--- src/dlr_pkg.sv ---
package dlr_pkg;

   // Item codes
   typedef enum logic {
      CMD_LOAD = 1'b0,
      CMD_STEP = 1'b1
   } command_type;

   // Classification that travels with each item through the queue
   typedef struct packed {
      command_type command;
      logic        steep;
      logic        minor_neg;
   } item_ctrl_type;

   // Register map
   localparam int CSR_DATA_W  = 32;
   localparam int CSR_ADDR_W  = 3;
   localparam logic REG_DRAW_COLOR = 1'b0;

   localparam int COLOR_BITS = 24;
   localparam logic [COLOR_BITS-1:0] COLOR_RESET = 24'hFFFFFF;

   // Entries in the queue between front and back (power of two)
   localparam int QUEUE_DEPTH = 2;

endpackage

--- src/dda_line_rasterizer_top.sv ---
// Channel  | Handshake             | Payload
// ---------+-----------------------+------------------------------------------------
// request  | start / busy          | req_command, req_start_x/y, req_end_x/y
// response | rsp_valid (1 cycle)   | rsp_pixel_x/y, rsp_pixel_color, rsp_last_pixel
// csr      | psel/penable/pready   | paddr, pwrite, pwdata, prdata (draw_color at 0x0)
//
// A step's pixel is registered at the outputs after the step leaves the queue; one pixel
// per cycle while no divide runs. A load holds the back end in the bit-serial slope
// divider, except when both endpoints share the major coordinate.
// busy rises when the two-entry queue between front and back is full.
// Reset is synchronous; no clearing pass follows it. Results cannot be stalled.
module dda_line_rasterizer_top #(
   parameter int COORD_BITS = 12,
   parameter int FRAC_BITS  = 16
) (
   input  logic                                  clock,
   input  logic                                  reset,
   input  logic                                  start,
   output logic                                  busy,
   input  dlr_pkg::command_type                  req_command,
   input  logic signed [COORD_BITS-1:0]          req_start_x,
   input  logic signed [COORD_BITS-1:0]          req_start_y,
   input  logic signed [COORD_BITS-1:0]          req_end_x,
   input  logic signed [COORD_BITS-1:0]          req_end_y,
   output logic                                  rsp_valid,
   output logic signed [COORD_BITS-1:0]          rsp_pixel_x,
   output logic signed [COORD_BITS-1:0]          rsp_pixel_y,
   output logic [dlr_pkg::COLOR_BITS-1:0]        rsp_pixel_color,
   output logic                                  rsp_last_pixel,
   input  logic                                  psel,
   input  logic                                  penable,
   input  logic                                  pwrite,
   input  logic [dlr_pkg::CSR_ADDR_W-1:0]        paddr,
   input  logic [dlr_pkg::CSR_DATA_W-1:0]        pwdata,
   output logic [dlr_pkg::CSR_DATA_W-1:0]        prdata,
   output logic                                  pready
);
   import dlr_pkg::*;

   localparam int ITEM_W = $bits(item_ctrl_type) + 5 * COORD_BITS;

   logic                  queue_full;
   logic                  queue_empty;
   logic                  push;
   logic                  pop;
   item_ctrl_type         f_ctrl;
   logic [COORD_BITS-1:0] f_maj0, f_maj1, f_min0, f_dmaj, f_mag;
   item_ctrl_type         b_ctrl;
   logic [COORD_BITS-1:0] b_maj0, b_maj1, b_min0, b_dmaj, b_mag;
   logic [ITEM_W-1:0]     push_data;
   logic [ITEM_W-1:0]     pop_data;
   logic [COLOR_BITS-1:0] color_ff;
   logic [COLOR_BITS-1:0] color_in;
   logic                  csr_write;
   logic                  csr_index;

   // Register port: one colour register
   assign pready    = 1'b1;
   assign csr_index = paddr[CSR_ADDR_W-1];
   assign csr_write = psel && penable && pwrite && pready;
   assign color_in  = (csr_write && csr_index == REG_DRAW_COLOR) ?
                      pwdata[COLOR_BITS-1:0] : color_ff;
   assign prdata    = (csr_index == REG_DRAW_COLOR) ?
                      {{(CSR_DATA_W - COLOR_BITS){1'b0}}, color_ff} : '0;

   always_ff @(posedge clock) begin
      if (reset) begin
         color_ff <= COLOR_RESET;
      end else begin
         color_ff <= color_in;
      end
   end

   // Classify items at the front
   dlr_front #(
      .COORD_BITS (COORD_BITS)
   ) u_front (
      .start       (start),
      .queue_full  (queue_full),
      .busy        (busy),
      .push        (push),
      .req_command (req_command),
      .req_start_x (req_start_x),
      .req_start_y (req_start_y),
      .req_end_x   (req_end_x),
      .req_end_y   (req_end_y),
      .item_ctrl   (f_ctrl),
      .item_maj0   (f_maj0),
      .item_maj1   (f_maj1),
      .item_min0   (f_min0),
      .item_dmaj   (f_dmaj),
      .item_mag    (f_mag)
   );

   // Queue classified items for the back end
   assign push_data = {f_ctrl, f_maj0, f_maj1, f_min0, f_dmaj, f_mag};
   assign {b_ctrl, b_maj0, b_maj1, b_min0, b_dmaj, b_mag} = pop_data;

   dlr_queue #(
      .WIDTH (ITEM_W)
   ) u_queue (
      .clock     (clock),
      .reset     (reset),
      .push      (push),
      .push_data (push_data),
      .pop       (pop),
      .pop_data  (pop_data),
      .empty     (queue_empty),
      .full      (queue_full)
   );

   // Divide on loads, walk the line on steps
   dlr_back #(
      .COORD_BITS (COORD_BITS),
      .FRAC_BITS  (FRAC_BITS)
   ) u_back (
      .clock           (clock),
      .reset           (reset),
      .q_valid         (!queue_empty),
      .q_pop           (pop),
      .q_ctrl          (b_ctrl),
      .q_maj0          (b_maj0),
      .q_maj1          (b_maj1),
      .q_min0          (b_min0),
      .q_dmaj          (b_dmaj),
      .q_mag           (b_mag),
      .draw_color      (color_ff),
      .rsp_valid       (rsp_valid),
      .rsp_pixel_x     (rsp_pixel_x),
      .rsp_pixel_y     (rsp_pixel_y),
      .rsp_pixel_color (rsp_pixel_color),
      .rsp_last_pixel  (rsp_last_pixel)
   );

endmodule

--- src/dlr_front.sv ---
module dlr_front #(
   parameter int COORD_BITS = 12
) (
   input  logic                          start,
   input  logic                          queue_full,
   output logic                          busy,
   output logic                          push,
   input  dlr_pkg::command_type          req_command,
   input  logic signed [COORD_BITS-1:0]  req_start_x,
   input  logic signed [COORD_BITS-1:0]  req_start_y,
   input  logic signed [COORD_BITS-1:0]  req_end_x,
   input  logic signed [COORD_BITS-1:0]  req_end_y,
   output dlr_pkg::item_ctrl_type        item_ctrl,
   output logic [COORD_BITS-1:0]         item_maj0,
   output logic [COORD_BITS-1:0]         item_maj1,
   output logic [COORD_BITS-1:0]         item_min0,
   output logic [COORD_BITS-1:0]         item_dmaj,
   output logic [COORD_BITS-1:0]         item_mag
);
   import dlr_pkg::*;

   logic signed [COORD_BITS:0] dx;
   logic signed [COORD_BITS:0] dy;
   logic signed [COORD_BITS:0] dx_neg;
   logic signed [COORD_BITS:0] dy_neg;
   logic [COORD_BITS-1:0]      adx;
   logic [COORD_BITS-1:0]      ady;
   logic                       steep;
   logic                       swap;
   logic signed [COORD_BITS:0] d_minor;
   logic                       d_minor_pos;
   logic                       d_minor_neg;

   // Accept while the queue has room
   assign busy = queue_full;
   assign push = start && !queue_full;

   // Take the deltas and their magnitudes
   assign dx     = {req_end_x[COORD_BITS-1], req_end_x} - {req_start_x[COORD_BITS-1], req_start_x};
   assign dy     = {req_end_y[COORD_BITS-1], req_end_y} - {req_start_y[COORD_BITS-1], req_start_y};
   assign dx_neg = -dx;
   assign dy_neg = -dy;
   assign adx    = dx[COORD_BITS] ? dx_neg[COORD_BITS-1:0] : dx[COORD_BITS-1:0];
   assign ady    = dy[COORD_BITS] ? dy_neg[COORD_BITS-1:0] : dy[COORD_BITS-1:0];

   // Pick the major axis and order the endpoints so that it rises
   assign steep = ady > adx;
   assign swap  = steep ? (req_start_y > req_end_y) : (req_start_x > req_end_x);

   assign d_minor     = steep ? dx : dy;
   assign d_minor_neg = d_minor[COORD_BITS];
   assign d_minor_pos = !d_minor[COORD_BITS] && (d_minor != '0);

   always_comb begin
      item_ctrl.command   = req_command;
      item_ctrl.steep     = steep;
      item_ctrl.minor_neg = swap ? d_minor_pos : d_minor_neg;
      item_dmaj = steep ? ady : adx;
      item_mag  = steep ? adx : ady;
      if (steep) begin
         item_maj0 = swap ? req_end_y : req_start_y;
         item_maj1 = swap ? req_start_y : req_end_y;
         item_min0 = swap ? req_end_x : req_start_x;
      end else begin
         item_maj0 = swap ? req_end_x : req_start_x;
         item_maj1 = swap ? req_start_x : req_end_x;
         item_min0 = swap ? req_end_y : req_start_y;
      end
   end

endmodule

--- src/dlr_queue.sv ---
module dlr_queue #(
   parameter int WIDTH = 8
) (
   input  logic             clock,
   input  logic             reset,
   input  logic             push,
   input  logic [WIDTH-1:0] push_data,
   input  logic             pop,
   output logic [WIDTH-1:0] pop_data,
   output logic             empty,
   output logic             full
);
   import dlr_pkg::*;

   localparam int PTR_W = (QUEUE_DEPTH > 1) ? $clog2(QUEUE_DEPTH) : 1;
   localparam int CNT_W = $clog2(QUEUE_DEPTH + 1);

   logic [WIDTH-1:0] entries_ff [QUEUE_DEPTH];
   logic [PTR_W-1:0] wr_ptr_ff;
   logic [PTR_W-1:0] wr_ptr_in;
   logic [PTR_W-1:0] rd_ptr_ff;
   logic [PTR_W-1:0] rd_ptr_in;
   logic [CNT_W-1:0] count_ff;
   logic [CNT_W-1:0] count_in;

   assign empty    = (count_ff == '0);
   assign full     = (count_ff == CNT_W'(QUEUE_DEPTH));
   assign pop_data = entries_ff[rd_ptr_ff];

   // Advance pointers and count
   always_comb begin
      wr_ptr_in = push ? PTR_W'(wr_ptr_ff + 1'b1) : wr_ptr_ff;
      rd_ptr_in = pop ? PTR_W'(rd_ptr_ff + 1'b1) : rd_ptr_ff;
      count_in  = count_ff;
      if (push && !pop) begin
         count_in = CNT_W'(count_ff + 1'b1);
      end else if (pop && !push) begin
         count_in = CNT_W'(count_ff - 1'b1);
      end
   end

   always_ff @(posedge clock) begin
      if (reset) begin
         wr_ptr_ff <= '0;
         rd_ptr_ff <= '0;
         count_ff  <= '0;
      end else begin
         wr_ptr_ff <= wr_ptr_in;
         rd_ptr_ff <= rd_ptr_in;
         count_ff  <= count_in;
      end
   end

   // Store the pushed item
   always_ff @(posedge clock) begin
      if (push) begin
         entries_ff[wr_ptr_ff] <= push_data;
      end
   end

`ifndef SYNTHESIS
   a_no_push_when_full: assert property (@(posedge clock) disable iff (reset)
      push |-> !full || pop)
      else $error("queue pushed while full");
`endif

endmodule

--- src/dlr_back.sv ---
module dlr_back #(
   parameter int COORD_BITS = 12,
   parameter int FRAC_BITS  = 16
) (
   input  logic                            clock,
   input  logic                            reset,
   input  logic                            q_valid,
   output logic                            q_pop,
   input  dlr_pkg::item_ctrl_type          q_ctrl,
   input  logic [COORD_BITS-1:0]           q_maj0,
   input  logic [COORD_BITS-1:0]           q_maj1,
   input  logic [COORD_BITS-1:0]           q_min0,
   input  logic [COORD_BITS-1:0]           q_dmaj,
   input  logic [COORD_BITS-1:0]           q_mag,
   input  logic [dlr_pkg::COLOR_BITS-1:0]  draw_color,
   output logic                            rsp_valid,
   output logic signed [COORD_BITS-1:0]    rsp_pixel_x,
   output logic signed [COORD_BITS-1:0]    rsp_pixel_y,
   output logic [dlr_pkg::COLOR_BITS-1:0]  rsp_pixel_color,
   output logic                            rsp_last_pixel
);
   import dlr_pkg::*;

   localparam int NUM_W   = COORD_BITS + FRAC_BITS + 2;
   localparam int DEN_W   = COORD_BITS + 1;
   localparam int ACC_W   = COORD_BITS + FRAC_BITS + 1;
   localparam int SLOPE_W = FRAC_BITS + 2;
   localparam int CNT_W   = $clog2(NUM_W + 1);
   localparam logic [ACC_W-1:0] ROUND_HALF = ACC_W'(1) << (FRAC_BITS - 1);

   typedef enum logic [1:0] {
      ST_IDLE   = 2'b01,
      ST_DIVIDE = 2'b10
   } back_state_type;

   back_state_type              state_ff, state_in;
   logic                        line_active_ff, line_active_in;
   logic                        steep_ff, steep_in;
   logic                        minor_neg_ff, minor_neg_in;
   logic signed [COORD_BITS-1:0] major_pos_ff, major_pos_in;
   logic signed [COORD_BITS-1:0] major_end_ff, major_end_in;
   logic signed [ACC_W-1:0]     acc_ff, acc_in;
   logic signed [SLOPE_W-1:0]   slope_ff, slope_in;
   logic [NUM_W-1:0]            div_num_ff, div_num_in;
   logic [DEN_W-1:0]            div_rem_ff, div_rem_in;
   logic [DEN_W-1:0]            div_den_ff, div_den_in;
   logic [CNT_W-1:0]            div_cnt_ff, div_cnt_in;
   logic                        rsp_valid_ff, rsp_valid_in;
   logic signed [COORD_BITS-1:0] rsp_x_ff, rsp_x_in;
   logic signed [COORD_BITS-1:0] rsp_y_ff, rsp_y_in;
   logic [COLOR_BITS-1:0]       rsp_color_ff, rsp_color_in;
   logic                        rsp_last_ff, rsp_last_in;

   logic [DEN_W:0]              trial;
   logic [DEN_W:0]              trial_diff;
   logic                        trial_ge;
   logic [NUM_W-1:0]            num_shift;
   logic signed [SLOPE_W-1:0]   quot_ext;
   logic signed [ACC_W-1:0]     round_sum;
   logic signed [COORD_BITS-1:0] minor_pixel;
   logic                        last;

   assign q_pop = (state_ff == ST_IDLE) && q_valid;

   // One restoring divide step: shift in a numerator bit, subtract if it fits
   assign trial      = {div_rem_ff, div_num_ff[NUM_W-1]};
   assign trial_diff = trial - {1'b0, div_den_ff};
   assign trial_ge   = trial >= {1'b0, div_den_ff};
   assign num_shift  = {div_num_ff[NUM_W-2:0], trial_ge};
   assign quot_ext   = {1'b0, num_shift[FRAC_BITS:0]};

   // Round the accumulator half away from zero in one add
   assign round_sum   = acc_ff + ROUND_HALF - ACC_W'(acc_ff[ACC_W-1]);
   assign minor_pixel = round_sum[FRAC_BITS+COORD_BITS-1:FRAC_BITS];
   assign last        = major_pos_ff >= major_end_ff;

   always_comb begin
      state_in       = state_ff;
      line_active_in = line_active_ff;
      steep_in       = steep_ff;
      minor_neg_in   = minor_neg_ff;
      major_pos_in   = major_pos_ff;
      major_end_in   = major_end_ff;
      acc_in         = acc_ff;
      slope_in       = slope_ff;
      div_num_in     = div_num_ff;
      div_rem_in     = div_rem_ff;
      div_den_in     = div_den_ff;
      div_cnt_in     = div_cnt_ff;
      rsp_valid_in   = 1'b0;
      rsp_x_in       = rsp_x_ff;
      rsp_y_in       = rsp_y_ff;
      rsp_color_in   = rsp_color_ff;
      rsp_last_in    = rsp_last_ff;

      unique case (state_ff)
         ST_IDLE: begin
            if (q_pop && q_ctrl.command == CMD_LOAD) begin
               // Latch the new line and start the slope divide unless the major delta is zero
               line_active_in = 1'b1;
               steep_in       = q_ctrl.steep;
               minor_neg_in   = q_ctrl.minor_neg;
               major_pos_in   = q_maj0;
               major_end_in   = q_maj1;
               acc_in         = {q_min0[COORD_BITS-1], q_min0, {FRAC_BITS{1'b0}}};
               slope_in       = '0;
               div_num_in     = NUM_W'({q_mag, {(FRAC_BITS + 1){1'b0}}}) + NUM_W'(q_dmaj);
               div_den_in     = {q_dmaj, 1'b0};
               div_rem_in     = '0;
               div_cnt_in     = CNT_W'(NUM_W);
               if (q_dmaj != '0) begin
                  state_in = ST_DIVIDE;
               end
            end else if (q_pop && q_ctrl.command == CMD_STEP && line_active_ff) begin
               // Emit one pixel, then advance along the major axis or end the line on its last pixel
               rsp_valid_in = 1'b1;
               rsp_x_in     = steep_ff ? minor_pixel : major_pos_ff;
               rsp_y_in     = steep_ff ? major_pos_ff : minor_pixel;
               rsp_color_in = draw_color;
               rsp_last_in  = last;
               if (last) begin
                  line_active_in = 1'b0;
               end else begin
                  major_pos_in = major_pos_ff + 1'b1;
                  acc_in       = acc_ff + ACC_W'(slope_ff);
               end
            end
         end
         ST_DIVIDE: begin
            div_num_in = num_shift;
            div_rem_in = trial_ge ? trial_diff[DEN_W-1:0] : trial[DEN_W-1:0];
            div_cnt_in = CNT_W'(div_cnt_ff - 1'b1);
            if (div_cnt_ff == CNT_W'(1)) begin
               slope_in = minor_neg_ff ? -quot_ext : quot_ext;
               state_in = ST_IDLE;
            end
         end
         default: begin
            state_in = ST_IDLE;
         end
      endcase
   end

   always_ff @(posedge clock) begin
      if (reset) begin
         state_ff       <= ST_IDLE;
         line_active_ff <= 1'b0;
         div_cnt_ff     <= '0;
         rsp_valid_ff   <= 1'b0;
      end else begin
         state_ff       <= state_in;
         line_active_ff <= line_active_in;
         div_cnt_ff     <= div_cnt_in;
         rsp_valid_ff   <= rsp_valid_in;
      end
   end

   // Hold line and result payload
   always_ff @(posedge clock) begin
      steep_ff     <= steep_in;
      minor_neg_ff <= minor_neg_in;
      major_pos_ff <= major_pos_in;
      major_end_ff <= major_end_in;
      acc_ff       <= acc_in;
      slope_ff     <= slope_in;
      div_num_ff   <= div_num_in;
      div_rem_ff   <= div_rem_in;
      div_den_ff   <= div_den_in;
      rsp_x_ff     <= rsp_x_in;
      rsp_y_ff     <= rsp_y_in;
      rsp_color_ff <= rsp_color_in;
      rsp_last_ff  <= rsp_last_in;
   end

   assign rsp_valid       = rsp_valid_ff;
   assign rsp_pixel_x     = rsp_x_ff;
   assign rsp_pixel_y     = rsp_y_ff;
   assign rsp_pixel_color = rsp_color_ff;
   assign rsp_last_pixel  = rsp_last_ff;

`ifndef SYNTHESIS
   a_pixel_needs_line: assert property (@(posedge clock) disable iff (reset)
      rsp_valid_ff |-> $past(line_active_ff))
      else $error("pixel emitted with no active line");
   a_last_ends_line: assert property (@(posedge clock) disable iff (reset)
      (rsp_valid_ff && rsp_last_ff) |-> !line_active_ff)
      else $error("line still active after its last pixel");
   a_divide_in_line: assert property (@(posedge clock) disable iff (reset)
      (state_ff == ST_DIVIDE) |-> (line_active_ff && !q_pop))
      else $error("divide running without a line or while popping");
`endif

endmodule

--- config.mk ---
export PLATFORM = sky130hd
export DESIGN_NAME = dda_line_rasterizer_top
export DESIGN_NICKNAME = d
export VERILOG_FILES = /design/src/dlr_pkg.sv /design/src/dda_line_rasterizer_top.sv /design/src/dlr_front.sv /design/src/dlr_queue.sv /design/src/dlr_back.sv
export SDC_FILE = /design/constraint.sdc
export NUM_CORES = 1
export LEC_CHECK = 0
export ABC_AREA = 1
export CORE_MARGIN = 5
export CORE_UTILIZATION = 59
export DETAILED_ROUTE_END_ITERATION = 7
export DONT_BUFFER_PORTS = 1
export GPL_ROUTABILITY_DRIVEN = 0
export PLACE_DENSITY = 0.75
export SYNTH_ARGS = -nofsm -noshare
export SYNTH_HDL_FRONTEND = slang
export SYNTH_SLANG_ARGS = --single-unit
--- constraint.sdc ---
create_clock -name clock -period 5.2 [get_ports clock]
set_input_delay 0.78 -clock clock [delete_from_list [all_inputs] [get_ports clock]]
set_output_delay 0.78 -clock clock [all_outputs]
set_load 0.02 [all_outputs]
---- Word level (Yosys, flattened, before mapping) ----
Memory sizes are Yosys's and may differ from the RTL's. A register that Yosys moved wholly into a read port is not among the register bits.
Index checks and enable logic that the tools add are counted.
storage, ports and cells
  output and inout bits ................... 84
  memories kept ........................... 1
  register bits after elaboration ......... 214
  bits of input ports ..................... 90
  RAM bits ................................ 126
  word-level logic and storage cells ...... 135
memories
  name                words  bits a word  read ports  clocked after memory_dff  write ports  RTL line         RTL
  u_queue.entries_ff  2      63           1           1                         1            dlr_queue.sv:18  logic [WIDTH-1:0] entries_ff [QUEUE_DEPTH];
operators by class
  multiplexer cells ....................... 48
  magnitude comparators ................... 5
  reductions and logical operators ........ 31
  equality and inequality tests ........... 8
  $add $sub $neg .......................... 16
  bitwise logic cells ..................... 4
operators by type and width
  kind                      number
  $mux W12                  16
  $mux W29                  3
  $pmux W30 S2              1
  $mux W18                  3
  $mux W13                  3
  $gt A12 B12 Y1            3
  $pmux W18 S2              1
  $add A29 B12 Y30          1
  $mux W30                  1
  $add A29 B18 Y29          1
  $add A28 B16 Y28 const B  1
  $sub A28 B1 Y28           1
  $pmux W13 S2              1
  $sub A12 B12 Y13          2
  $mux W24                  1
  $neg A12 Y12              2
  $neg A17 Y18              1
  $reduce_and A3 Y1         5
  $ge A14 B13 Y1            1
  $reduce_bool A13 Y1       1
  $sub A13 B13 Y13          1
  $add A12 B1 Y12 const B   1
  $ge A12 B12 Y1            1
  $reduce_bool A12 Y1       1
  other kinds (21)          59

---- Logic depth before layout (Yosys ltp) ----
Gate-level depths: netlist (run 1).
  depth after elaboration ................. 8
  mapped depth ............................ 33

---- Hierarchy ----
A second synthesis (run 1) with hierarchy kept.
unflattened totals
  cells, all modules ...................... 2,738
  area, all modules ....................... 22,317.7 um^2
by module, submodules not included
  module                   area an instance (um^2)  instances  cells each
  dlr_back                 12,057.8                 1          1,488
  dlr_queue                5,076.1                  1          229
  dlr_front                3,991.3                  1          848
  dda_line_rasterizer_top  1,192.4                  1          173

---- Worst setup path after synthesis (run 1) ----
Ideal clock, no wire load.
  kind .................................... reg-to-reg
  start point ............................. register u_back.major_pos_ff[11]
  end point ............................... register u_back.acc_ff[0] (enable)
  period minus slack after synthesis ...... 4.764 ns
  data arrival time ....................... 4.267 ns
  slack ................................... 0.436 ns
  setup time .............................. 0.496 ns
  stages on the path, launching flop included .. 8
  path through ............................ edfxtp_1 > ha_1 > nand2_1 > nor3_1 > nand2_1 > nand4_1 > o211ai_1 > o21ai_0
on the way
  cells in the longest elaborated chain, start to end .. 3
RTL lines
  item                         RTL line         RTL
  from (decl)                  dlr_back.sv:40   logic signed [COORD_BITS-1:0] major_pos_ff, major_pos_in;
  from (signal assigned)       dlr_back.sv:162  major_pos_ff <= major_pos_in;
  $ge A12 B12 Y1               dlr_back.sv:75   assign last = major_pos_ff >= major_end_ff;
  named net u_back.last        dlr_back.sv:61   logic last;
  $ne A2 B2 Y1 (no line)       -
  $reduce_and A3 Y1 (no line)  -
  to (signal assigned)         dlr_back.sv:164  acc_ff <= acc_in;
  to (decl)                    dlr_back.sv:42   logic signed [ACC_W-1:0] acc_ff, acc_in;
The timed path passes the listed nets, and every way through them passes these cells.
A chain may end at the register's enable or synchronous reset.

---- Final worst setup path (run 1) ----
  start point ............................. input req_end_x[0]
  end point ............................... memory u_queue.entries_ff[0][47] (netlist bit) (data pin)
on the way
  cells in the longest elaborated chain, start to end .. 7
  elaborated cells on any way between the ends .. 9
  classes of those cells .................. add/sub: 2; order compare: 2; mux: 5
RTL lines
  item                                RTL line                          RTL
  from (decl)                         dda_line_rasterizer_top.sv:23     input logic signed [COORD_BITS-1:0] req_end_x,
  $sub A12 B12 Y13                    dlr_front.sv:39                   assign dx = {req_end_x[COORD_BITS-1], req_end_x} - {req_start_x[COORD_BITS-1], req_start_x};
  $neg A12 Y12                        dlr_front.sv:41                   assign dx_neg = -dx;
  $mux W12                            dlr_front.sv:43                   assign adx = dx[COORD_BITS] ? dx_neg[COORD_BITS-1:0] : dx[COORD_BITS-1:0];
  $gt A12 B12 Y1                      dlr_front.sv:47                   assign steep = ady > adx;
  $mux W1                             dlr_front.sv:48                   assign swap = steep ? (req_start_y > req_end_y) : (req_start_x > req_end_x);
  $mux W12, on equally long branches  dlr_front.sv:66, dlr_front.sv:62
  $mux W12 *                          dlr_front.sv:60                   if (steep) begin
  named net f_maj1[11]                dda_line_rasterizer_top.sv:47     logic [COORD_BITS-1:0] f_maj0, f_maj1, f_min0, f_dmaj, f_mag;
  to (decl)                           dlr_queue.sv:18
Mark *: on every way through the listed nets, which the timed path passes. The rest lies on a longest branch.

==> flow_metrics.env, run 1 <==
export IMPL_status="completed"
export IMPL_grt_pass1_wl_um=85950
export IMPL_finClkSkew_ps=19.46
export IMPL_dp_hpwl_um=39910
export IMPL_end_kind="flop"
export IMPL_critPathMaxFanout=38
export IMPL_cts_buffer_depth=3
export IMPL_p_clk_share_pct=16.6
export IMPL_clock_sinks=341
export IMPL_antenna_left=0
export IMPL_cts_made_buffers=36
export IMPL_dieArea_sq_um=40110
export IMPL_path_clk_slew_ps=60
export IMPL_drive_gt1_share_pct=5.211
export IMPL_synth_top_area_share_pct=42.60
export IMPL_period_needed_ps=4523
export IMPL_synth_cell_area_sq_um=21360
export IMPL_rows=69
export IMPL_max_slew_worst_pin_slew_ps=1134
export IMPL_antennaDiodeCount=0
export IMPL_netSwitchingFraction_pct=44.78
export IMPL_core_sq_um=35660
export IMPL_antenna_found_initial=0
export IMPL_grt_overflow=0
export IMPL_track_usage_pct=25.77
export IMPL_drv_cap=0
export IMPL_synth_edf_count=303
export IMPL_final_setup_tns_ps=0
export IMPL_grt_pass1_vias=17100
export IMPL_seqCellArea_sq_um=9861
export IMPL_cts_tree="done"
export IMPL_synth_top_flop_cell="edfxtp_1"
export IMPL_areaGrowthSynthToFinish_pct=7.557
export IMPL_peakVddDrop_mv=0.5156
export IMPL_postPlaceCellArea_sq_um=21780
export IMPL_rsz0062_at_grt="false"
export IMPL_cts_max_level=2
export IMPL_cts_root_buf="clkbuf_16"
export IMPL_cts_hold_buf=0
export IMPL_critPathKind="input pin to flop"
export IMPL_synth_distinct_cells=52
export IMPL_pwr_density_cell_nw_per_um2=676.8
export IMPL_route_detailed_wl_per_inst_um=17.20
export IMPL_p_comb_share_pct=51.0
export IMPL_max_slew_margin_pct=24.42
export IMPL_final_setup_viol_count=0
export IMPL_required_ps=5520
export IMPL_synth_seq_cells=341
export IMPL_synthArstFlopShare_pct=0
export IMPL_p_switching_uw=6963
export IMPL_wirelength_um=53470
export IMPL_grt_start_max_net_pins=65
export IMPL_synth_area_per_cell_sq_um=8.106
export IMPL_p_seq_share_pct=32.4
export IMPL_hold_class="input pin to flop"
export IMPL_die_w_um=200.3
export IMPL_max_freq_mhz=221.1
export IMPL_fin_nets=2839
export IMPL_dr_pass1_iters=5
export IMPL_initial_core_util_pct=59.90
export IMPL_yosysWarnings=0
export IMPL_routed_via_density=5.728
export IMPL_seq_area_frac_synth_pct=46.16
export IMPL_portBuffers=0
export IMPL_internal_power_uw=8585
export IMPL_synth_top_area_cell="edfxtp_1"
export IMPL_vias=17810
export IMPL_cts_resized=0
export IMPL_finalCritPeriodShare_pct=86.99
export IMPL_crit_arrival_ps=4840
export IMPL_io_pins=174
export IMPL_hold_viol=0
export IMPL_leakage_uw=0.01036
export IMPL_drv_slew=0
export IMPL_multi_input_comb_area_sq_um=9828
export IMPL_cts_setup_buffers=0
export IMPL_first_iter_violations=1572
export IMPL_cp_start_kind="input pin"
export IMPL_finalInstanceArea_sq_um=22970
export IMPL_worstSkewPairLatency_ps=530
export IMPL_drc=0
export IMPL_fillers=2956
export IMPL_synthTopCellsByArea="edfxtp_1 43%, nand2_1 12%, ha_1 7.3%"
export IMPL_synth_cells=2635
export IMPL_die_h_um=200.3
## worst max-delay path: stages
cell and delay [ps]:
inv_1 80, ha_1 230, fa_1 420, inv_1 140, nand3_1 130, nand2_2 140
nand2_1 70, nand2_1 70, nand2_1 60, nand2_1 60, nand2_1 220, inv_1 230
nor2_1 70, nand2_1 100, nand2_1 70, ha_1 320, nand2_1 60, nor2_1 130
nand2_1 110, a21oi_2 210, nor2_1 100, nor2_4 200, buf_4 390, o21ai_0 150
o21ai_1 290
## cells by family after synthesis
family,after synthesis,share of synthesized area [%]
flops,341,46.16
simple gates,1274,25.41
mux,1,0.04686
buf+inv,433,8.242
fa+ha+maj,129,7.697
other cells,2,0.03516
compound gates,417,10.81
xor+xnor,38,1.593
## cells in the mapped netlist, types with 3 or more instances
library cell and number:
nor2_1 222, nand3_1 213, fa_1 4, or2_2 11, nand2_2 3, inv_2 7, a211oi_1 3, ha_1 125
a31oi_1 12, nor4_1 5, nor3b_1 3, xnor2_1 8, a21o_1 16, nand2_4 3, dfxtp_1 38, nor2_2 6
nor3_1 33, a21oi_1 160, o31ai_1 4, buf_6 10, o211ai_1 28, o21bai_1 8, xor2_1 29, o21ai_0 154
nand3_2 12, o21a_1 6, nand4_1 29, nand3b_1 16, clkbuf_1 39, o21ai_1 15, buf_2 15, buf_4 11
buf_1 10, inv_1 340, edfxtp_1 303, nand2_1 711
## path summary, 6_finish.rpt
path	from	endpoint	slack, ps	cells after the start
hold / removal	reset	u_back.div_cnt_ff[0]$_SDFFE_PP0P_	320	1
hold reg to reg	color_ff[7]$_SDFFE_PP1P_	u_back.rsp_pixel_color[7]$_DFFE_PP_	430	0
setup reg to reg	u_back.div_rem_ff[8]$_SDFFCE_PN0P_	u_back.slope_ff[14]$_SDFFCE_PN0P_	1490	15
setup / recovery	req_end_x[0]	u_queue.entries_ff[0][47]$_DFFE_PP_	680	25
## final cells by class
class	instances	share of cell area, %
clock buffer	47	4.373
clock inverter	19	0.8006
inverter	348	5.686
multi-input combinational	1868	42.78
sequential	341	42.92
tap	461	2.511
timing repair buffer	25	0.9259
## power by group through the flow
stage | Clock [uW] | Sequential (uW) | Combinational (uW)
after floorplan | 0 | 4910 | 5910
after global placement | 0 | 5050 | 7470
after detailed placement | 0 | 5080 | 7750
after CTS | 2610 | 5030 | 7810
after global routing | 2730 | 5120 | 8940
final | 2580 | 5040 | 7930
## per-stage QoR
| stage | std cells | util [%] | setup WS [ps] | hold WS [ps] | power [uW] |
|---|---|---|---|---|---|
| floorplan | 2642 | - | 436.4 | 408.2 | 10820 |
| global placement | 3043 | 61.10 | 308.3 | 409.7 | 12510 |
| detailed placement | 3043 | 61.10 | 222.1 | 419.1 | 12830 |
| CTS | 3109 | 64.43 | 760.0 | 294.6 | 15460 |
| global route | 3109 | 64.43 | 278.5 | 302.0 | 16790 |
| finish | 3109 | 64.43 | 676.6 | 324.4 | 15550 |
## placed cells by master, fill, tap and decap left out, types with 16 or more instances in the layout
master and count:
inv_1 340, a21o_1 16, buf_4 23, o21ai_0 153, dfxtp_1 37, nand3b_1 16
ha_1 125, clkbuf_16 38, nand3_1 213, nor3_1 32, a21oi_1 160, o211ai_1 28
nand2_1 711, nand4_1 29, nor2_1 218, xor2_1 29, edfxtp_1 303
## layer usage
metal	vias up	GRT usage (%)	wire, um
met5	-	0	0
met4	0	8.825	1782
met3	123	3.881	3414
met2	644	44.75	26160
met1	8274	33.23	22110
li1	8767	-	-
## state kept, by name, indices dropped and copies added, names as in the netlist, 5 cells and up, named ones only
signal,count
u_back.div_den_ff,12
u_back.rsp_pixel_x,12
u_back.div_rem_ff,13
color_ff,24
u_back.acc_ff,29
u_back.major_pos_ff,12
u_queue.entries_ff,126
u_back.rsp_pixel_color,24
u_back.rsp_pixel_y,12
u_back.slope_ff,18
u_back.div_num_ff,30
u_back.div_cnt_ff,5
u_back.major_end_ff,12
Power figures use the tool's default switching activity.
==> run 2: changes to the inputs <==
- ABC_AREA: 1 -> unset
==> flow_metrics.env, run 2 <==
export IMPL_io_pins=174
export IMPL_drive_gt1_share_pct=11.23
export IMPL_core_sq_um=33360
export IMPL_first_iter_violations=855
export IMPL_cts_made_buffers=36
export IMPL_synth_distinct_cells=83
export IMPL_hold_class="input pin to flop"
export IMPL_die_h_um=193.5
export IMPL_required_ps=5460
export IMPL_grt_pass1_vias=13440
export IMPL_cts_max_level=2
export IMPL_synthArstFlopShare_pct=0
export IMPL_p_comb_share_pct=48.7
export IMPL_status="completed"
export IMPL_grt_busiest_layer="met2"
export IMPL_cts_setup_buffers=0
export IMPL_route_detailed_wl_per_inst_um=18.85
export IMPL_met3_usage_pct=4.557
export IMPL_worstSkewPairLatency_ps=530
export IMPL_wirelength_um=43030
export IMPL_rsz0062_at_grt="false"
export IMPL_synth_area_per_cell_sq_um=11.24
export IMPL_drc=0
export IMPL_p_seq_share_pct=34.2
export IMPL_synth_cell_area_sq_um=19860
export IMPL_grt_pass1_wl_um=69930
export IMPL_initial_core_util_pct=59.53
export IMPL_portBuffers=0
export IMPL_regMostFlops="u_queue.entries_ff"
export IMPL_dp_cells=2219
export IMPL_antenna_found_initial=0
export IMPL_die_w_um=193.5
export IMPL_timing_hold_ws_ps=335.5
export IMPL_max_slew_worst_pin_slew_ps=1088
export IMPL_use_met1_pct=29.28
export IMPL_use_met2_pct=38.64
export IMPL_dr_pass1_iters=7
export IMPL_synthTopCellsByArea="edfxtp_1 46%, ha_1 7.9%, mux2i_1 7.4%"
export IMPL_path_clk_slew_ps=60
export IMPL_netSwitchingFraction_pct=38.25
export IMPL_synth_top_area_cell="edfxtp_1"
export IMPL_final_setup_viol_count=0
export IMPL_finalCritPeriodShare_pct=93.77
export IMPL_clock_sinks=341
export IMPL_synth_cells=1767
export IMPL_cts_buffer_depth=3
export IMPL_synth_top_flop_cell="edfxtp_1"
export IMPL_critPathKind="input pin to flop"
export IMPL_grt_start_max_net_pins=66
export IMPL_max_freq_mhz=205.1
export IMPL_synth_top_area_share_pct=45.81
export IMPL_p_clk_share_pct=17.1
export IMPL_largest_register_ffs=126
export IMPL_yosys_top_cells_count="303 x edfxtp_1, 146 x mux2i_1, 131 x nand2_1"
export IMPL_finClkSkew_ps=29.48
export IMPL_dieArea_sq_um=37430
export IMPL_routed_via_density=5.880
export IMPL_cts_resized=0
export IMPL_period_needed_ps=4876
export IMPL_postPlaceCellArea_sq_um=20650
export IMPL_drv_cap=0
export IMPL_final_setup_tns_ps=0
export IMPL_critPathMaxFanout=22
export IMPL_track_usage_pct=22.55
export IMPL_crit_arrival_ps=5130
export IMPL_synth_edf_count=303
export IMPL_leakage_uw=0.008666
export IMPL_layout_common_cells="303 x edfxtp_1, 145 x mux2i_1, 130 x nand2_1"
export IMPL_grt_overflow=0
export IMPL_yosysWarnings=0
export IMPL_hold_viol=0
export IMPL_power_total_uw=14460
export IMPL_cp_start_kind="input pin"
export IMPL_vias=13420
export IMPL_cts_hold_buf=0
export IMPL_dp_hpwl_um=31500
export IMPL_internal_power_uw=8931
export IMPL_rows=67
export IMPL_top_regs="u_queue.entries_ff (126), u_back.div_num_ff (30), u_back.acc_ff (29)"
export IMPL_synth_most_common_cell="edfxtp_1"
export IMPL_pwr_density_cell_nw_per_um2=663.9
export IMPL_p_switching_uw=5533
export IMPL_drv_slew=0
export IMPL_antenna_left=0
export IMPL_areaGrowthSynthToFinish_pct=9.702
export IMPL_cts_tree="done"
export IMPL_peakVddDrop_mv=0.3860
export IMPL_fin_nets=2028
export IMPL_final_common_cell="edfxtp_1"
export IMPL_max_slew_margin_pct=27.10
export IMPL_synth_seq_cells=341
export IMPL_finalInstanceArea_sq_um=21790
export IMPL_finalNonFillerCells=2283
export IMPL_fillers=2610
export IMPL_end_kind="flop"
export IMPL_antennaDiodeCount=0
export IMPL_seq_area_frac_synth_pct=49.64
export IMPL_cts_root_buf="clkbuf_16"
[run 2: final cells by class]
class / count / area [sq um] / area share (%)
Sequential cell: 341 / 9863 / 45.27
Multi-Input combinational cell: 1235 / 9233 / 42.38
Clock buffer: 44 / 940.9 / 4.319
Tap cell: 448 / 560.5 / 2.573
Timing Repair Buffer: 64 / 505.5 / 2.320
Inverter: 131 / 491.7 / 2.257
Clock inverter: 20 / 192.7 / 0.8844
[run 2: power groups by stage]
stage	Clock [uW]	Sequential [uW]	Combinational [uW]
2_1_floorplan	0	4850	5380
3_3_place_gp	0	4950	6730
3_5_place_dp	0	4990	6980
4_1_cts	2530	4940	7040
5_1_grt	2650	5020	7840
6_report	2480	4940	7050
[run 2: through the flow]
step / utilization, % / setup slack, ps
finish: 65.30 / 324.0
CTS: 65.29 / 273.3
global placement: 61.89 / -107.5
floorplan: - / 45.32
global route: 65.30 / 36.35
detailed placement: 61.89 / -277.3
[run 2: cells by family (layout without fill, tap and decap cells)]
kind of cell | count (synthesis) | in the layout | share of synthesized area, %
fa+ha+maj | 129 | 129 | 8.278
xor+xnor | 98 | 98 | 4.322
buf+inv | 198 | 259 | 4.252
mux | 199 | 199 | 10.46
compound gates | 341 | 341 | 11.40
other cells | 2 | 9 | 0.03781
flops | 341 | 341 | 49.64
simple gates | 459 | 459 | 11.61
[run 2: worst paths after layout]
check / startpoint / to / slack [ps] / cells past startpoint
max: req_end_y[0] / u_queue.entries_ff[0][26]$_DFFE_PP_ / 320 / 22
min: reset / u_back.rsp_valid$_SDFF_PP0_ / 340 / 1
max reg2reg: u_back.div_den_ff[2]$_DFFE_PP_ / u_back.slope_ff[14]$_SDFFCE_PN0P_ / 1250 / 16
min reg2reg: color_ff[2]$_SDFFE_PP1P_ / u_back.rsp_pixel_color[2]$_DFFE_PP_ / 450 / 0
[run 2: layer usage]
metal	wire [um]	vias up	share of wire [%]
met5	0	-	0
met4	1137	0	2.6
li1	-	6534	-
met2	21080	374	49
met3	2712	78	6.3
met1	18100	6438	42
[run 2: worst max-delay path, cell delays in order]
cell and delay [ps]:
inv_1 30, ha_1 150, inv_1 60, fa_1 410, a211oi_2 220, o21ai_0 140, and2_1 170, o311ai_1 310
a31oi_1 130, buf_4 190, nor2_1 140, xnor2_1 170, inv_1 70, ha_1 320, a21o_1 170, a21o_1 160
a21oi_1 200, o211ai_1 130, nand2_2 180, mux2_4 480, mux2i_1 350, mux2i_1 160
